--- config.mk ---
export PLATFORM = sky130hd
export DESIGN_NAME = mf3_median
export DESIGN_NICKNAME = d
export VERILOG_FILES = /design/src/sv/mf3_pkg.sv /design/src/sv/mf3_median.sv
export SDC_FILE = /design/constraint.sdc
export NUM_CORES = 1
export LEC_CHECK = 0
export BUFFER_PORTS_ARGS = -buffer_cell sky130_fd_sc_hd__buf_2
export CAP_MARGIN = 20
export CORE_MARGIN = 2
export CORE_UTILIZATION = 50
export DETAILED_ROUTE_END_ITERATION = 10
export PLACE_DENSITY = 0.66
export SLEW_MARGIN = 20
export SYNTH_ARGS = -nofsm -noshare
export SYNTH_HDL_FRONTEND = slang
export SYNTH_SLANG_ARGS = --single-unit
--- constraint.sdc ---
create_clock -name clk -period 7.4 [get_ports clk]
set_input_delay 0.37 -clock clk [delete_from_list [all_inputs] [get_ports clk]]
set_output_delay 0.37 -clock clk [all_outputs]
set_load 0.1 [all_outputs]
--- src/sv/mf3_pkg.sv ---
// Shared types, register map and compare helpers for the 3x3 median filter.
package mf3_pkg;

  typedef logic [7:0] pix_t;
  typedef pix_t win_t [9];

  localparam int unsigned CFG_AW         = 3;
  localparam int unsigned LW_W           = 11;
  localparam logic        REG_LINE_WIDTH = 1'b0;
  localparam logic [LW_W-1:0] LINE_WIDTH_RST = 11'd256;
  localparam logic [1:0]  ROW_FULL       = 2'd2;

  function automatic pix_t min2(input pix_t a, input pix_t b);
    return (a < b) ? a : b;
  endfunction

  function automatic pix_t max2(input pix_t a, input pix_t b);
    return (a < b) ? b : a;
  endfunction

  function automatic pix_t min3(input pix_t a, input pix_t b, input pix_t c);
    return min2(min2(a, b), c);
  endfunction

  function automatic pix_t max3(input pix_t a, input pix_t b, input pix_t c);
    return max2(max2(a, b), c);
  endfunction

  function automatic pix_t med3(input pix_t a, input pix_t b, input pix_t c);
    return max2(min2(a, b), min2(max2(a, b), c));
  endfunction

endpackage

--- src/sv/mf3_median.sv ---
// Two-stage median-of-nine network: column sort, then median of the three partials.
module mf3_median (
  input  logic          clk,
  input  logic          rst_n,
  input  logic          en,
  input  logic          in_valid,
  input  mf3_pkg::win_t win,
  output logic          out_valid,
  output mf3_pkg::pix_t out_median
);
  import mf3_pkg::*;

  logic b_v_r;
  pix_t lo_r [3];
  pix_t md_r [3];
  pix_t hi_r [3];
  logic c_v_r;
  pix_t a_r, m_r, z_r;

  always_ff @(posedge clk) begin
    if (!rst_n) begin
      b_v_r <= 1'b0;
      c_v_r <= 1'b0;
    end else if (en) begin
      b_v_r <= in_valid;
      c_v_r <= b_v_r;
    end
  end

  always_ff @(posedge clk) begin
    if (en) begin
      for (int j = 0; j < 3; j++) begin
        lo_r[j] <= min3(win[j], win[3+j], win[6+j]);
        md_r[j] <= med3(win[j], win[3+j], win[6+j]);
        hi_r[j] <= max3(win[j], win[3+j], win[6+j]);
      end
      a_r <= max3(lo_r[0], lo_r[1], lo_r[2]);
      m_r <= med3(md_r[0], md_r[1], md_r[2]);
      z_r <= min3(hi_r[0], hi_r[1], hi_r[2]);
    end
  end

  assign out_valid  = c_v_r;
  assign out_median = med3(a_r, m_r, z_r);

endmodule

==> out/results.tsv <==
metric	value	unit
Num CTS Buffers	9	
Synth Flop Type	edfxtp_1	
Mapped Cells	1055	
CTS HTree Levels	3	
vias in the first global route	7207	
die area	20400	um^2
Syn Nets	1285	
Max Buffers Root-to-Sink	2	
DP HPWL	18500	um
Setup Buffers After CTS	0	
Max Cap Viol	0	
final setup violation count	0	
Avg Inst Size Synth	9.12	um^2
Seq/Total Area, Yosys	30.4	%
first-pass GRT wire length	36100	um
GP Congestion	0.864	
GR Overflow Total	0	
slew of the pin with the lowest slew margin	1.05	ns
Clock Pin Slew Worst Setup and Hold Paths	0.07	ns
Hold Crit Start	rst_n	
share of cells above drive strength 1	14.9	%
die height	143	um
largest fanout on the critical path	23	
via/cell ratio	5.65	
First-pass DRT Iterations	5	
largest net degree at the start of global routing	81	
Crit Reg-Reg Endpoint	m_r[0]	
worst endpoint required time	7.03	ns
Reg area	2920	um^2
fraction of the cycle the final worst path needs	87.4	%
# diodes	0	
Hold Crit Endpoint	out_valid	
crit end category	output pin	
reg2reg path depth	21	
Area Growth Syn to Fin	10.2	%
Final Hold Fails	0	
fmax	155	MHz
Data arrival, critical path	6.09	ns
routed vias	7747	
FFs w/ async S/R, synth	0	%
initial antenna violation count	0	
Mapped Area	9620	um^2
CTS tree	done	
Ys Warns	0	
CTS sink count	98	
Fill cells	1712	
FF+latch count, synth	98	
sum of negative setup slack	0	ns
outcome	completed	
reg-to-reg startpoint	md_r[0][1]	
die width	143	um
Hold Path Depth	2	
Multi-input gate area	6080	um^2
io pins	85	
RSZ-0062 raised after global routing	false	
Clock Latency Late Sink	0.36	ns
post-cts hold buffer count	0	
DRC viols	0	
initial core utilization	51.2	%
Wirelength per Cell	16.2	um
Worst R2R Setup Slack	1.35	ns
Layout Nets	1362	
Slew headroom	29.6	%
post-route ant nets	0	
Final Max Slew Viols	0	
cts repair resizes	0	
# rows	50	
clk_skew	0.00775	ns
Total GRT Usage	22.9	%
iteration-0 DRC count of the detailed router	448	
CTS root buf	clkbuf_16	
WS Path Type	reg2out	
core footprint	18800	um^2
drt total wl	22200	um
crit start category	flip-flop	
worst min-delay path class	in2reg	
# port buffers	84	
crit path time final	6.46	ns
EDFF count, synth	96	
Unique masters post-synth	63	
layer usage:
layer | vias up | wire length (um) | GRT usage, %
met1 | 3523 | 10700 | 31.5
met2 | 177 | 10200 | 37.5
met5 | - | 0 | 0
met3 | 22 | 971 | 3.76
met4 | 0 | 324 | 5.94
li1 | 4025 | - | -
worst max-delay path, stage by stage, from the launching register on:
cell and delay [ns]:
edfxtp_1 0.43, ha_1 0.33, a21o_1 0.16, a21o_1 0.17, a21oi_1 0.13, o31a_1 0.71, mux2_2 0.43, ha_1 0.30
a21o_1 0.16, a21o_1 0.17, a21o_1 0.18, nor2_1 0.25, a21oi_4 0.17, mux2i_1 0.18, ha_1 0.32, nand4_1 0.11
or2_2 0.33, o21ai_2 0.45, mux2i_1 0.31, buf_2 0.47
cell usage in the layout, fill, tap and decap left out, types with 16 or more instances in the layout:
master and count:
nand2_1 86, inv_1 135, mux2i_1 65, mux2_1 16, ha_1 154, o21ai_1 56
nor2_1 82, o21ai_0 45, a21o_1 23, buf_2 83, mux2_2 39, nand4_1 16
edfxtp_1 96, a21oi_1 74
synthesized netlist by cell type (all sizes together) (16+ instances only):
cell type	count	area share (%)
a21o	23	1.8
ha	154	20
inv	135	5.3
nor2	83	3.3
mux2	56	6.6
a21oi	76	4.1
nand2	86	3.4
a211oi	16	1.4
buf	18	0.95
edfxtp	96	30
o21ai	107	5.8
mux2i	65	6.8
nand4	16	1.0
per-stage QoR:
step	util [%]	std cells	setup slack, ns	hold slack, ns	instance area (um^2)
after detailed placement	54.7	1355	1.25	0.507	10300
after global placement	54.7	1355	1.34	0.502	10300
after global routing	56.5	1371	0.465	0.231	10600
final	56.5	1371	0.935	0.231	10600
after floorplan	-	1055	1.13	0.482	9620
after CTS	56.4	1371	0.909	0.227	10600
worst max-delay path by stage:
stage | from | slack (ns) | cells past startpoint | to
floorplan | a_r[5] | 1.13 | 19 | out_median[1]
global placement | a_r[5] | 1.34 | 19 | out_median[3]
detailed placement | win[45] | 1.25 | 23 | md_r[0][0]
CTS | a_r[5] | 0.91 | 19 | out_median[3]
global route | a_r[5] | 0.46 | 19 | out_median[3]
finish | a_r[5] | 0.94 | 19 | out_median[3]
state kept, by name (all words and copies together) (netlist names):
register	count
lo_r	24
b_v_r	1
z_r	8
a_r	8
m_r	8
out_valid	1
hi_r	24
md_r	24
cell families after synthesis:
| logic type | Yosys count | synth area share [%] |
|---|---|---|
| simple gates | 241 | 11.2 |
| buf+inv | 161 | 6.53 |
| flops | 98 | 30.4 |
| fa+ha+maj | 154 | 20.0 |
| compound gates | 280 | 18.5 |
| mux | 121 | 13.4 |
area by class of cell:
cell class              count  area share, %
repair buffers             92           4.56
inverters                 135           4.78
multi-input cells         796           57.4
well taps                 234           2.76
clock inverters             7          0.827
flip-flops and latches     98           27.6
clock buffers               9           2.13
Power is left out: the tool's default activity adds up to more than one toggle a clock period on the data nets, which glitch-free logic cannot reach.
